File: src/rtl/core/vlpd_pkg.sv
// Shared types and constants for the varint length-prefixed deframer.
// No dependencies; used by every module under rtl/core.
`default_nettype none

package vlpd_pkg;

  // widths of the datapath
  localparam int unsigned BYTE_W   = 8;
  localparam int unsigned LEN_W    = 32;
  localparam int unsigned SLEN_W   = 16;
  localparam int unsigned KIND_W   = 3;
  localparam int unsigned ERR_W    = 2;
  localparam int unsigned GRP_CNT_W = 3;

  // peer address bytes at the head of the session
  localparam int unsigned ADDR_BYTES = 4;

  // leb128 length groups
  localparam int unsigned GROUP_BITS = 7;
  localparam int unsigned MAX_GROUPS = 5;
  localparam int unsigned LAST_SHIFT = (MAX_GROUPS - 1) * GROUP_BITS;
  localparam int unsigned SHAMT_W    = 5;

  // limit register reset values
  localparam logic [LEN_W-1:0]  MAX_CONTENT_RST = 32'd4194304;
  localparam logic [SLEN_W-1:0] MAX_KEY_RST     = 16'd4096;
  localparam logic [SLEN_W-1:0] MAX_SIG_RST     = 16'd512;

  // configuration register indexes
  typedef enum logic [1:0] {
    REG_MAX_CONTENT = 2'd0,
    REG_MAX_KEY     = 2'd1,
    REG_MAX_SIG     = 2'd2
  } reg_idx_e;

  // frame position of a byte, as reported in the kind field
  typedef enum logic [KIND_W-1:0] {
    KIND_ADDR    = 3'd0,
    KIND_KEYLEN  = 3'd1,
    KIND_KEY     = 3'd2,
    KIND_SIGLEN  = 3'd3,
    KIND_SIG     = 3'd4,
    KIND_CONTLEN = 3'd5,
    KIND_CONT    = 3'd6
  } kind_e;

  // sticky error codes
  localparam logic [ERR_W-1:0] ERR_NONE    = 2'd0;
  localparam logic [ERR_W-1:0] ERR_CONTENT = 2'd1;
  localparam logic [ERR_W-1:0] ERR_KEY     = 2'd2;
  localparam logic [ERR_W-1:0] ERR_SIG     = 2'd3;

  // limits handed from the register file to the parser
  typedef struct packed {
    logic [LEN_W-1:0]  max_content;
    logic [SLEN_W-1:0] max_key;
    logic [SLEN_W-1:0] max_sig;
  } limits_t;

  // one tagged output word
  typedef struct packed {
    logic [BYTE_W-1:0] data_byte;
    logic [KIND_W-1:0] kind;
    logic              field_end;
    logic [LEN_W-1:0]  field_length;
    logic [ERR_W-1:0]  error;
  } result_t;

endpackage

`default_nettype wire

File: src/rtl/core/vlpd_cfg_regs.sv
// Length limit registers of the deframer, written through a plain write port.
// Depends on vlpd_pkg.
`default_nettype none

module vlpd_cfg_regs (
  input  wire logic                        clk_i,
  input  wire logic                        rst_ni,
  input  wire logic                        cfg_we_i,
  input  wire logic [1:0]                  cfg_idx_i,
  input  wire logic [vlpd_pkg::LEN_W-1:0]  cfg_data_i,
  output vlpd_pkg::limits_t                limits_o
);

  vlpd_pkg::limits_t limits_q;

  // register writes, index beyond the list is dropped
  always_ff @(posedge clk_i or negedge rst_ni) begin
    if (!rst_ni) begin
      limits_q.max_content <= vlpd_pkg::MAX_CONTENT_RST;
      limits_q.max_key     <= vlpd_pkg::MAX_KEY_RST;
      limits_q.max_sig     <= vlpd_pkg::MAX_SIG_RST;
    end else if (cfg_we_i) begin
      case (vlpd_pkg::reg_idx_e'(cfg_idx_i))
        vlpd_pkg::REG_MAX_CONTENT: begin
          limits_q.max_content <= cfg_data_i;
        end
        vlpd_pkg::REG_MAX_KEY: begin
          limits_q.max_key <= cfg_data_i[vlpd_pkg::SLEN_W-1:0];
        end
        vlpd_pkg::REG_MAX_SIG: begin
          limits_q.max_sig <= cfg_data_i[vlpd_pkg::SLEN_W-1:0];
        end
        default: begin
        end
      endcase
    end
  end

  assign limits_o = limits_q;

endmodule

`default_nettype wire

File: src/rtl/core/vlpd_parse.sv
// Frame sequence tracker: phase, byte counter, leb128 accumulator and sticky
// error, with the single-pass next-state logic. Depends on vlpd_pkg.
`default_nettype none

module vlpd_parse #(
  parameter int unsigned ADDR_BYTES = vlpd_pkg::ADDR_BYTES
) (
  input  wire logic                         clk_i,
  input  wire logic                         rst_ni,
  input  wire logic                         step_i,
  input  wire logic [vlpd_pkg::BYTE_W-1:0]  byte_i,
  input  wire vlpd_pkg::limits_t            limits_i,
  output vlpd_pkg::result_t                 result_o
);

  // one-hot phase of the frame sequence
  typedef enum logic [6:0] {
    PH_ADDR    = 7'b0000001,
    PH_KEYLEN  = 7'b0000010,
    PH_KEY     = 7'b0000100,
    PH_SIGLEN  = 7'b0001000,
    PH_SIG     = 7'b0010000,
    PH_CONTLEN = 7'b0100000,
    PH_CONT    = 7'b1000000
  } phase_e;

  localparam int unsigned LW = vlpd_pkg::LEN_W;

  phase_e                              phase_q, phase_d;
  logic [LW-1:0]                       cnt_q, cnt_d;
  logic [LW-1:0]                       acc_q, acc_d;
  logic [vlpd_pkg::GRP_CNT_W-1:0]      grp_q, grp_d;
  logic [vlpd_pkg::ERR_W-1:0]          err_q, err_d;

  logic [LW-1:0]                       limit;
  logic [vlpd_pkg::ERR_W-1:0]          code;
  phase_e                              data_ph;
  phase_e                              skip_ph;
  phase_e                              after_ph;
  vlpd_pkg::kind_e                     kind;
  logic [vlpd_pkg::SHAMT_W-1:0]        shamt;
  logic [LW-1:0]                       grp_ext;
  logic [LW-1:0]                       acc_new;
  logic [LW-1:0]                       cnt_inc;
  logic                                sixth;
  logic                                wide;
  logic                                last;
  logic                                end_c;
  logic                                over_c;
  logic [LW-1:0]                       flen_c;

  // per-phase limit, error code and follow-on phases
  always_comb begin
    limit    = limits_i.max_content;
    code     = vlpd_pkg::ERR_CONTENT;
    data_ph  = PH_CONT;
    skip_ph  = PH_SIGLEN;
    after_ph = PH_SIGLEN;
    kind     = vlpd_pkg::KIND_ADDR;
    unique case (phase_q)
      PH_ADDR: begin
        kind     = vlpd_pkg::KIND_ADDR;
        after_ph = PH_KEYLEN;
      end
      PH_KEYLEN: begin
        kind    = vlpd_pkg::KIND_KEYLEN;
        limit   = {{(LW-vlpd_pkg::SLEN_W){1'b0}}, limits_i.max_key};
        code    = vlpd_pkg::ERR_KEY;
        data_ph = PH_KEY;
        skip_ph = PH_SIGLEN;
      end
      PH_KEY: begin
        kind     = vlpd_pkg::KIND_KEY;
        after_ph = PH_SIGLEN;
      end
      PH_SIGLEN: begin
        kind    = vlpd_pkg::KIND_SIGLEN;
        limit   = {{(LW-vlpd_pkg::SLEN_W){1'b0}}, limits_i.max_sig};
        code    = vlpd_pkg::ERR_SIG;
        data_ph = PH_SIG;
        skip_ph = PH_CONTLEN;
      end
      PH_SIG: begin
        kind     = vlpd_pkg::KIND_SIG;
        after_ph = PH_CONTLEN;
      end
      PH_CONTLEN: begin
        kind = vlpd_pkg::KIND_CONTLEN;
      end
      PH_CONT: begin
        kind     = vlpd_pkg::KIND_CONT;
        after_ph = PH_SIGLEN;
      end
      default: begin
      end
    endcase
  end

  // leb128 group placement and overflow checks
  assign shamt   = vlpd_pkg::SHAMT_W'({2'b00, grp_q} * 5'(vlpd_pkg::GROUP_BITS));
  assign grp_ext = {{(LW-vlpd_pkg::GROUP_BITS){1'b0}}, byte_i[vlpd_pkg::GROUP_BITS-1:0]};
  assign acc_new = acc_q | (grp_ext << shamt);
  assign sixth   = (grp_q >= vlpd_pkg::GRP_CNT_W'(vlpd_pkg::MAX_GROUPS));
  assign wide    = (grp_q == vlpd_pkg::GRP_CNT_W'(vlpd_pkg::MAX_GROUPS - 1)) &&
                   (byte_i[vlpd_pkg::GROUP_BITS-1:LW-vlpd_pkg::LAST_SHIFT] != '0);
  assign last    = ~byte_i[vlpd_pkg::BYTE_W-1];
  assign cnt_inc = cnt_q + 32'd1;

  // next state for one word
  always_comb begin
    phase_d = phase_q;
    cnt_d   = cnt_q;
    acc_d   = acc_q;
    grp_d   = grp_q;
    err_d   = err_q;
    end_c   = 1'b0;
    over_c  = 1'b0;
    flen_c  = '0;
    if (err_q == vlpd_pkg::ERR_NONE) begin
      unique case (phase_q)
        PH_KEYLEN, PH_SIGLEN, PH_CONTLEN: begin
          if (sixth) begin
            end_c  = 1'b1;
            over_c = 1'b1;
            flen_c = acc_q;
          end else begin
            acc_d  = acc_new;
            grp_d  = grp_q + 3'd1;
            end_c  = last || wide;
            over_c = wide || (last && (acc_new > limit));
            flen_c = end_c ? acc_new : '0;
          end
          if (end_c) begin
            if (over_c) begin
              err_d = code;
            end else if (flen_c == '0) begin
              phase_d = skip_ph;
              cnt_d   = '0;
              acc_d   = '0;
              grp_d   = '0;
            end else begin
              phase_d = data_ph;
              cnt_d   = '0;
              grp_d   = '0;
            end
          end
        end
        PH_ADDR: begin
          cnt_d = cnt_inc;
          if (cnt_inc >= LW'(ADDR_BYTES)) begin
            end_c   = 1'b1;
            phase_d = after_ph;
            cnt_d   = '0;
            acc_d   = '0;
            grp_d   = '0;
          end
        end
        PH_KEY, PH_SIG, PH_CONT: begin
          cnt_d = cnt_inc;
          if (cnt_inc >= acc_q) begin
            end_c   = 1'b1;
            phase_d = after_ph;
            cnt_d   = '0;
            acc_d   = '0;
            grp_d   = '0;
          end
        end
        default: begin
        end
      endcase
    end
  end

  // state registers, advanced once per word
  always_ff @(posedge clk_i or negedge rst_ni) begin
    if (!rst_ni) begin
      phase_q <= PH_ADDR;
      cnt_q   <= '0;
      acc_q   <= '0;
      grp_q   <= '0;
      err_q   <= vlpd_pkg::ERR_NONE;
    end else if (step_i) begin
      phase_q <= phase_d;
      cnt_q   <= cnt_d;
      acc_q   <= acc_d;
      grp_q   <= grp_d;
      err_q   <= err_d;
    end
  end

  // tagged word for the result register
  assign result_o.data_byte    = byte_i;
  assign result_o.kind         = kind;
  assign result_o.field_end    = end_c;
  assign result_o.field_length = flen_c;
  assign result_o.error        = err_d;

`ifndef SYNTH
  // once an error is raised, phase and code stay put
  a_err_freezes: assert property (@(posedge clk_i) disable iff (!rst_ni)
    (err_q != vlpd_pkg::ERR_NONE) |=> ($stable(err_q) && $stable(phase_q)))
    else $error("error or phase changed after a sticky error");

  // a length is only reported on a word that closes its field
  a_len_on_end: assert property (@(posedge clk_i) disable iff (!rst_ni)
    (flen_c != '0) |-> end_c)
    else $error("field length reported without field end");

  // the group counter never runs past the sixth-byte check
  a_grp_bound: assert property (@(posedge clk_i) disable iff (!rst_ni)
    (grp_q <= vlpd_pkg::GRP_CNT_W'(vlpd_pkg::MAX_GROUPS)))
    else $error("length group counter out of range");
`endif

endmodule

`default_nettype wire

File: src/rtl/core/varint_length_prefixed_deframer_unit.sv
// Top level of the varint length-prefixed deframer: input register, parser
// and result register. Depends on vlpd_pkg, vlpd_cfg_regs and vlpd_parse.
//
// Usage:
//   Input channel (in_valid_i / in_ready_o / rx_byte_i) takes one received
//   byte per word. Output channel (out_valid_o / out_ready_i) gives one
//   tagged word per byte: the byte, its kind, a field end flag, the decoded
//   length on the byte that closes a length field, and the sticky error.
//   A byte taken into the input register moves on into the result register
//   when the output side is free, and out_valid_o rises once it is there.
//   Throughput: one word per cycle while out_ready_i stays high, set by
//   the single-pass parser between the input register and the result register.
//   When the receiver stalls, the result register holds its word and the
//   input register still takes one more byte; in_ready_o drops only when
//   both are full and out_ready_i is low.
//   Reset: limits return to their defaults, the parser waits for the peer
//   address, the error clears and both registers empty.
//   The limit registers are written through cfg_we_i / cfg_idx_i / cfg_data_i,
//   by the user only while the block holds no word; the block does not enforce it.
`default_nettype none

module varint_length_prefixed_deframer_unit #(
  parameter int unsigned ADDR_BYTES = vlpd_pkg::ADDR_BYTES
) (
  input  wire logic                         clk_i,
  input  wire logic                         rst_ni,
  // configuration write port
  input  wire logic                         cfg_we_i,
  input  wire logic [1:0]                   cfg_idx_i,
  input  wire logic [vlpd_pkg::LEN_W-1:0]   cfg_data_i,
  // byte input
  input  wire logic                         in_valid_i,
  output logic                              in_ready_o,
  input  wire logic [vlpd_pkg::BYTE_W-1:0]  rx_byte_i,
  // tagged output
  output logic                              out_valid_o,
  input  wire logic                         out_ready_i,
  output logic [vlpd_pkg::BYTE_W-1:0]       data_byte_o,
  output logic [vlpd_pkg::KIND_W-1:0]       kind_o,
  output logic                              field_end_o,
  output logic [vlpd_pkg::LEN_W-1:0]        field_length_o,
  output logic [vlpd_pkg::ERR_W-1:0]        error_o
);

  vlpd_pkg::limits_t                limits;
  vlpd_pkg::result_t                result;
  vlpd_pkg::result_t                out_q;
  logic [vlpd_pkg::BYTE_W-1:0]      in_byte_q;
  logic                             in_valid_q, in_valid_d;
  logic                             out_valid_q, out_valid_d;
  logic                             in_fire;
  logic                             advance;

  // limit registers
  vlpd_cfg_regs u_cfg (
    .clk_i      (clk_i),
    .rst_ni     (rst_ni),
    .cfg_we_i   (cfg_we_i),
    .cfg_idx_i  (cfg_idx_i),
    .cfg_data_i (cfg_data_i),
    .limits_o   (limits)
  );

  // handshake between the two registers
  assign advance     = in_valid_q && (!out_valid_q || out_ready_i);
  assign in_ready_o  = !in_valid_q || advance;
  assign in_fire     = in_valid_i && in_ready_o;
  assign in_valid_d  = in_fire || (in_valid_q && !advance);
  assign out_valid_d = advance || (out_valid_q && !out_ready_i);

  // parser
  vlpd_parse #(
    .ADDR_BYTES (ADDR_BYTES)
  ) u_parse (
    .clk_i    (clk_i),
    .rst_ni   (rst_ni),
    .step_i   (advance),
    .byte_i   (in_byte_q),
    .limits_i (limits),
    .result_o (result)
  );

  // valid flags
  always_ff @(posedge clk_i or negedge rst_ni) begin
    if (!rst_ni) begin
      in_valid_q  <= 1'b0;
      out_valid_q <= 1'b0;
    end else begin
      in_valid_q  <= in_valid_d;
      out_valid_q <= out_valid_d;
    end
  end

  // payload registers
  always_ff @(posedge clk_i) begin
    if (in_fire) begin
      in_byte_q <= rx_byte_i;
    end
    if (advance) begin
      out_q <= result;
    end
  end

  assign out_valid_o    = out_valid_q;
  assign data_byte_o    = out_q.data_byte;
  assign kind_o         = out_q.kind;
  assign field_end_o    = out_q.field_end;
  assign field_length_o = out_q.field_length;
  assign error_o        = out_q.error;

`ifndef SYNTH
  // input side only backs up when both registers are full and stalled
  a_ready_low: assert property (@(posedge clk_i) disable iff (!rst_ni)
    !in_ready_o |-> (in_valid_q && out_valid_q && !out_ready_i))
    else $error("input stalled while a register was free");

  // a word moved into the result register is shown at the next edge
  a_adv_shows: assert property (@(posedge clk_i) disable iff (!rst_ni)
    advance |=> out_valid_o)
    else $error("result register lost a word");

  // a stalled output word stays valid and unchanged
  a_out_hold: assert property (@(posedge clk_i) disable iff (!rst_ni)
    (out_valid_o && !out_ready_i) |=> (out_valid_o && $stable(out_q)))
    else $error("output word changed while stalled");
`endif

endmodule

`default_nettype wire

File: config.mk
export PLATFORM = sky130hd
export DESIGN_NAME = varint_length_prefixed_deframer_unit
export DESIGN_NICKNAME = d
export VERILOG_FILES = /design/src/rtl/core/vlpd_pkg.sv /design/src/rtl/core/vlpd_cfg_regs.sv /design/src/rtl/core/vlpd_parse.sv /design/src/rtl/core/varint_length_prefixed_deframer_unit.sv
export SDC_FILE = /design/constraint.sdc
export NUM_CORES = 1
export LEC_CHECK = 0
export BUFFER_PORTS_ARGS = -buffer_cell sky130_fd_sc_hd__buf_4
export CAP_MARGIN = 10
export CORE_UTILIZATION = 35
export CTS_CLUSTER_DIAMETER = 120
export CTS_CLUSTER_SIZE = 25
export DETAILED_ROUTE_END_ITERATION = 10
export MAX_ROUTING_LAYER = met4
export SLEW_MARGIN = 20
export SYNTH_ARGS = -nofsm -noshare
export SYNTH_HDL_FRONTEND = slang
export SYNTH_HIERARCHICAL = 1
export SYNTH_SLANG_ARGS = --single-unit
File: constraint.sdc
create_clock -name clk_i -period 7 [get_ports clk_i]
set_input_delay 0.7 -clock clk_i [delete_from_list [all_inputs] [get_ports clk_i]]
set_output_delay 0.7 -clock clk_i [all_outputs]
set_load 0.05 [all_outputs]
==> summary.md, run 1 <==
| Metric | Value |
|---|---|
| Most frequent cells after synthesis | `157 x nor2_1, 138 x dfrtp_1, 93 x nand2_1, 75 x o21ai_0, 72 x ha_1` |
| Syn. warnings | `6` |
| Number of synthesized flops with an enable pin | `54` |
| Post-CTS Setup Inserts | `0` |
| Total grt overflow | `0` |
| Port buffer count | `94` |
| # IOs | `95` |
| Dpl hpwl | `27.65 mm` |
| Hold buffers post-CTS | `0` |
| Pin count of the biggest net entering global routing | `79` |
| Initial Util | `35.48%` |
| Clock Sink Count | `196` |
| Max Clk Rate | `156.8 MHz` |
| Count of different cell masters after synthesis | `93` |
| Slew headroom | `36.61%` |
| Die area | `36,650 um^2` |
| Synth Register Bits | `196` |
| Net switching share of the total power | `50.21%` |
| Vias/cell | `5.584` |
| Total GRT Usage | `21.55%` |
| Die Height | `191.4 um` |
| Max Transition Viols Final | `0` |
| Top-count cell post-synth | `nor2_1` |
| Post-synthesis async set-or-reset flop share | `72.45%` |
| Final Net Count | `1,487` |
| DRT Pass-1 Iters | `6` |
| Post-synthesis sequential area ratio | `41.24%` |
| Synthesized cell area | `12,560 um^2` |
| Num rows | `69` |
| Worst-Margin Slew | `0.9481 ns` |
| Power per cell area | `420.8 nW/um^2` |
| Pint | `2962 uW` |
| Clk_lat worst skew | `0.47 ns` |
| Post_cts resized | `0` |
| Worst Skew | `0.01258 ns` |
| Max cap viols | `0` |
| Count of final hold-check violations | `0` |
| Layout cell share with drive strength beyond 1 | `19.43%` |
| Vias in the first global route | `9,772` |
| Logic pwr share | `57.8%` |
| Setup crit end kind | `register` |
| Period utilization | `91.09%` |
| Final WS setup | `0.6236 ns` |
| CTS root buffer | `clkbuf_16` |
| DRT Wirelength | `37.26 mm` |
| Initial antenna violation count | `1` |
| Min Tclk post-route | `6.376 ns` |
| Die Wd | `191.4 um` |
| CP arrival | `6.76 ns` |
| Post-Place Setup Slack | `0.7925 ns` |
| Area growth, synth to finish | `12.58%` |
| Register share of total power | `25.7%` |
| Wirelength per Cell | `20.24 um` |
| Setup TNS | `0 ns` |
| Total number of vias | `10,280` |
| Cell taking the most area after synthesis | `dfrtp_1` |
| Worst endpoint required time | `7.38 ns` |
| Clock Pin Slew Worst Setup and Hold Paths | `0.08 ns` |
| Num CTS Buffers | `17` |
| R2R cell count | `16` |
| CTS tree | `yes` |
| Main synth FF type | `dfrtp_1` |
| Placer Congestion | `0.9732` |
| Startpoint types | `register` |
| Main area contributors after synthesis | `dfrtp_1 27%, edfxtp_1 13%, ha_1 7.2%, mux2_2 6.0%, nor2_1 4.7%` |
| Post-synth top area share | `27.50%` |
| Tot Pwr | `5950 uW` |
| Clk pwr share | `16.5%` |
| Maximum clock insertion buffer count | `2` |
| Syn avg cell area | `9.551 um^2` |
| Status | `complete, no violations` |
| Worst hold path class | `in2async` |
| CP max FO | `24` |
| Final setup fails | `0` |
| Detailed Route Iter0 Violations | `894` |
| RSZ-0062 raised after global routing | `no` |
| H-tree level count | `4` |
| Net Switching | `2988 uW` |
| ANT nets after route | `0` |
| Core area | `35,400 um^2` |
| Post-route DRC | `0` |
| Mapped Nets | `1,436` |
| First-pass GRT wire length | `57.70 mm` |
| Lkg Pwr | `0.006032 uW` |
| Cells after Synth | `1,315` |
| VDD IR max | `0.0002540 V` |
| WS Path Type | `reg2reg` |
==> worst max-delay path, cell delays in order, from the launching register on <==
cell	delay (ns)
dfrtp_1	0.72
inv_2	0.23
ha_1	0.92
mux2_2	0.44
a21oi_1	0.33
a2bb2oi_1	0.74
o21ai_0	0.24
ha_1	0.38
nand4_1	0.14
or4_1	0.57
nor2_1	0.16
o22ai_1	0.12
nor2_1	0.17
a41oi_1	0.16
buf_4	0.27
a211oi_1	0.44
mux2i_1	0.25
==> layer usage <==
metal	share of wire, %	vias up	GRT usage (%)
li1	-	4877	-
met1	46	5026	29.14
met2	45	336	32.65
met3	6.4	41	4.369
met4	1.7	0	5.800
met5	0	-	-
==> flip-flops by register name, indices dropped and copies added, names as in the netlist <==
signal and cells:
u_parse/cnt_q 32, u_parse/acc_q 32, error_o 2, u_parse/phase_q 7
u_parse/err_q 2, in_byte_q 8, field_end_o 1, in_valid_q 1
kind_o 3, u_cfg/limits_o 64, u_parse/grp_q 3, data_byte_o 8
out_valid_o 1, field_length_o 32
==> cell type report <==
class                      instances  area (um^2)
fill                            3520        21260
multi-input combinational        979         6720
sequential                       196         5184
timing repair buffer             116        874.6
tap                              461        576.8
clock buffer                      18        429.2
inverter                          56        210.2
clock inverter                    14        142.6
antenna                            1        2.502
==> final timing paths <==
check	startpoint	endpoint	slack (ns)
min reg2reg	u_cfg/limits_o[62]$_DFFE_PN0P_	u_cfg/limits_o[62]$_DFFE_PN0P_	0.50
max in group asynchronous	rst_ni	u_cfg/limits_o[59]$_DFFE_PN0P_	5.42
max	u_parse/grp_q[0]$_DFFE_PN0P_	u_parse/phase_q[1]$_DFFE_PN0P_	0.62
min in group clk_i	rx_byte_i[5]	in_byte_q[5]$_DFFE_PP_	0.41
max reg2reg	u_parse/grp_q[0]$_DFFE_PN0P_	u_parse/phase_q[1]$_DFFE_PN0P_	0.62
min	rst_ni	u_parse/cnt_q[27]$_DFFE_PN0P_	0.25
==> stage by stage <==
stage          hold slack [ns]  cells  instance area (um^2)  util, %
2_1_floorplan           0.4044   1315                 12560        -
3_3_place_gp            0.4738   1808                 13560    38.31
3_5_place_dp            0.4934   1808                 13560    38.31
4_1_cts                 0.2845   1840                 14130    39.93
5_1_grt                 0.2989   1841                 14140    39.95
6_report                0.2465   1841                 14140    39.95
==> cells by family (layout without fill, tap and decap cells) <==
logic type	Yosys count	count (layout)	synth area share, %
flip-flops	196	196	41.24
multiplexers	87	87	7.810
buffers and inverters	140	204	5.340
AO/OA/AOI/OAI	301	301	16.06
adder cells (fa/ha/maj)	74	74	7.492
XOR/XNOR	39	39	2.720
other	0	1	0
AND/OR/NAND/NOR	478	478	19.34
==> cells in the final DEF, fill, tap and decap left out, types with 8 or more instances in the layout <==
master       n
a21o_1      11
a21oi_1     65
a21oi_2     19
a22o_1      23
and2_1      10
buf_4      115
clkbuf_16   17
dfrtp_1    137
edfxtp_1    54
ha_1        72
inv_1       54
mux2_2      67
mux2i_1     14
nand2_1     93
nand2b_1    12
nand3_1     30
nand4_1     25
nor2_1     157
nor2b_1     26
nor3_1      37
nor4_1      12
o211ai_1     8
o21ai_0     75
o21ai_1     11
o221ai_1    18
o31ai_1      8
or3_1       19
or4_1        8
xnor2_1     19
xor2_1      20
==> power by group through the flow <==
stage | Combinational, uW | Sequential (uW) | Clock [uW]
after floorplan | 2240 | 1530 | 0
after global placement | 3310 | 1540 | 0
after detailed placement | 3320 | 1550 | 0
after CTS | 3340 | 1520 | 1010
after global routing | 3730 | 1560 | 1050
final | 3440 | 1530 | 980
Power figures use the tool's default switching activity.
==> run 2: changes to the inputs <==
- CTS_BUF_LIST: default -> sky130_fd_sc_hd__clkbuf_4 sky130_fd_sc_hd__clkbuf_8 sky130_fd_sc_hd__clkbuf_16
==> run 2 against run 1 <==
Sequential power hardly changed; combinational power hardly changed; largest cell class unchanged; highest routed layer unchanged; routed wire length down 0.13%.
==> summary.md, run 2 (same netlist as run 1, synthesis figures left out) <==
| Metric | Value |
|---|---|
| Initial Util | `35.48% (unchanged)` |
| DRT Wirelength | `37.21 mm (-0.13%)` |
| Max Transition Viols Final | `0 (unchanged)` |
| First-pass GRT wire length | `57.70 mm (unchanged)` |
| Total area of sequential cells | `5184 um^2 (unchanged)` |
| Vias/cell | `5.583 (about the same)` |
| DRT Pass-1 Iters | `5 (-1)` |
| Total grt overflow | `0 (unchanged)` |
| Worst hold margin | `0.2477 ns (+0.001238 ns)` |
| RSZ-0062 raised after global routing | `no` |
| Net switching share of the total power | `50.14% (-0.072 points)` |
| Layout cell share with drive strength beyond 1 | `19.51% (+0.073 points)` |
| Register share of total power | `25.7% (about the same)` |
| Lkg Pwr | `0.006035 uW (about the same)` |
| Clock Pin Slew Worst Setup and Hold Paths | `0.08 ns (about the same)` |
| Worst hold path class | `in2async` |
| Post_cts resized | `0 (unchanged)` |
| Worst-Margin Slew | `0.9424 ns (-0.005633 ns)` |
| R2R cell count | `16 (unchanged)` |
| Pint | `2966 uW (+0.13%)` |
| Hold buffers post-CTS | `0 (unchanged)` |
| Setup crit end kind | `register` |
| FF-to-FF End | `u_parse/phase_q[1]$_DFFE_PN0P_` |
| Area occupied by multi-input gates | `6720 um^2 (unchanged)` |
| Total number of vias | `10,280 (-0.019%)` |
| Num CTS Buffers | `17 (unchanged)` |
| WS Path Type | `reg2reg` |
| Port buffer count | `94 (unchanged)` |
| Setup TNS | `0 ns (unchanged)` |
| CTS tree | `yes` |
| Maximum clock insertion buffer count | `2 (unchanged)` |
| ANT nets after route | `0 (unchanged)` |
| Clock Sink Count | `196 (unchanged)` |
| Area growth, synth to finish | `12.61% (about the same)` |
| Clk pwr share | `16.5% (about the same)` |
| Max FFs per register | `64 (unchanged)` |
| Core area | `35,400 um^2 (unchanged)` |
| CP endpoint | `u_parse/phase_q[1]$_DFFE_PN0P_` |
| Count of final hold-check violations | `0 (unchanged)` |
| Placer Congestion | `0.9732 (unchanged)` |
| Worst path slowest cell | `ha_1` |
| CP peak stage delay | `0.92 ns (about the same)` |
| Logic pwr share | `57.8% (about the same)` |
| Clk_lat worst skew | `0.46 ns (about the same)` |
| Wirelength per Cell | `20.21 um (-0.13%)` |
| Final Net Count | `1,487 (unchanged)` |
| Num rows | `69 (unchanged)` |
| Most common cell after layout, fill and taps aside | `nor2_1` |
| Vias in the first global route | `9,772 (unchanged)` |
| Worst reg2reg startpoint | `u_parse/grp_q[0]$_DFFE_PN0P_` |
| Post-route DRC | `0 (unchanged)` |
| Initial antenna violation count | `1 (unchanged)` |
| Final setup fails | `0 (unchanged)` |
| CTS root buffer | `clkbuf_16` |
| Tot Pwr | `5949 uW (about the same)` |
| Slew headroom | `36.99% (+0.38 points)` |
| Critical path cell sequence | `inv_2, ha_1, mux2_2, a21oi_1, a2bb2oi_1, o21ai_0, ha_1, nand4_1, or4_1, nor2_1, o22ai_1, nor2_1, a41oi_1, buf_4, a211oi_1, mux2i_1` |
| Power per cell area | `420.6 nW/um^2 (about the same)` |
| Dpl hpwl | `27.65 mm (unchanged)` |
| Die Wd | `191.4 um (unchanged)` |
| Status | `complete, no violations` |
| CP arrival | `6.73 ns (-0.03 ns)` |
| Net Switching | `2983 uW (-0.16%)` |
| Reg2reg setup slack | `0.66 ns (+0.03 ns)` |
| Critical Path Source | `u_parse/grp_q[0]$_DFFE_PN0P_` |
| Post-CTS Setup Inserts | `0 (unchanged)` |
| Die area | `36,650 um^2 (unchanged)` |
| Startpoint types | `register` |
| Dpl cell area | `13,560 um^2 (unchanged)` |
| Most frequent cells in the layout | `157 x nor2_1, 137 x dfrtp_1, 115 x buf_4` |
| Final Core Density | `39.96% (about the same)` |
| Worst Skew | `0.01120 ns (-0.001380 ns)` |
| Total GRT Usage | `21.55% (unchanged)` |
| Worst endpoint required time | `7.38 ns (about the same)` |
| H-tree level count | `4 (unchanged)` |
| Min Tclk post-route | `6.344 ns (-0.03288 ns)` |
| Fin area | `14,140 um^2 (about the same)` |
| VDD IR max | `0.0002569 V (+1.1%)` |
| Die Height | `191.4 um (unchanged)` |
| Pin count of the biggest net entering global routing | `79 (unchanged)` |
| Detailed Route Iter0 Violations | `903 (+1.0%)` |
| Max Clk Rate | `157.6 MHz (+0.52%)` |
| CP max FO | `24 (unchanged)` |
| Period utilization | `90.62% (-0.47 points)` |
| # IOs | `95 (unchanged)` |
| Max cap viols | `0 (unchanged)` |
| Fillers | `3,519 (-0.028%)` |
## run 2: cell counts in the layout (fill, tap and decap cells not counted)
No cell type changed its count.
## run 2: metal layers
metal  vias to the layer above  track usage [%]  part of all wire (%)
met5                         -                -                     0
met4                         0            5.800                   1.8
met3                        41            4.369                   6.4
met2                       330            32.65                    46
met1                      5028            29.14                    46
li1                       4879                -                     -
## run 2: per-stage QoR
stage / cells / worst slack, ns
2_1_floorplan: 1315 / 1.813
3_3_place_gp: 1808 / 0.9717
3_5_place_dp: 1808 / 0.7925
4_1_cts: 1840 / 0.7836
5_1_grt: 1841 / 0.2718
6_report: 1841 / 0.6565
## run 2: power groups by stage
| stage | Combinational (uW) | Clock, uW | Sequential (uW) |
|---|---|---|---|
| floorplan | 2240 | 0 | 1530 |
| CTS | 3340 | 1010 | 1520 |
| global route | 3730 | 1050 | 1560 |
| detailed placement | 3320 | 0 | 1550 |
| global placement | 3310 | 0 | 1540 |
| finish | 3440 | 982 | 1530 |
## run 2: layout make-up
cell class,instances,share of cell area [%]
Tap cell,461,4.078
Timing Repair Buffer,116,6.184
Clock buffer,18,3.061
Antenna cell,1,0.01769
Sequential cell,196,36.65
Clock inverter,14,1.008
Inverter,56,1.486
Multi-Input combinational cell,979,47.51
## run 2: worst max-delay path, delay by kind of cell, from the launching register on
kind / cells / cell delay (ns)
buffers and inverters: 2 / 0.50
AO/OA/AOI/OAI: 6 / 1.99
multiplexers: 2 / 0.69
adder cells (fa/ha/maj): 2 / 1.30
AND/OR/NAND/NOR: 4 / 1.04
flip-flops: 1 / 0.72
## run 2: worst min path at each step
stage                                           endpoint  slack (ns)
final                      u_parse/cnt_q[27]$_DFFE_PN0P_        0.25
after global routing       u_parse/cnt_q[27]$_DFFE_PN0P_        0.30
after CTS                  u_parse/cnt_q[11]$_DFFE_PN0P_        0.28
after detailed placement  u_cfg/limits_o[62]$_DFFE_PN0P_        0.49
after global placement    u_cfg/limits_o[62]$_DFFE_PN0P_        0.47
after floorplan                     in_valid_q$_DFF_PN0_        0.40
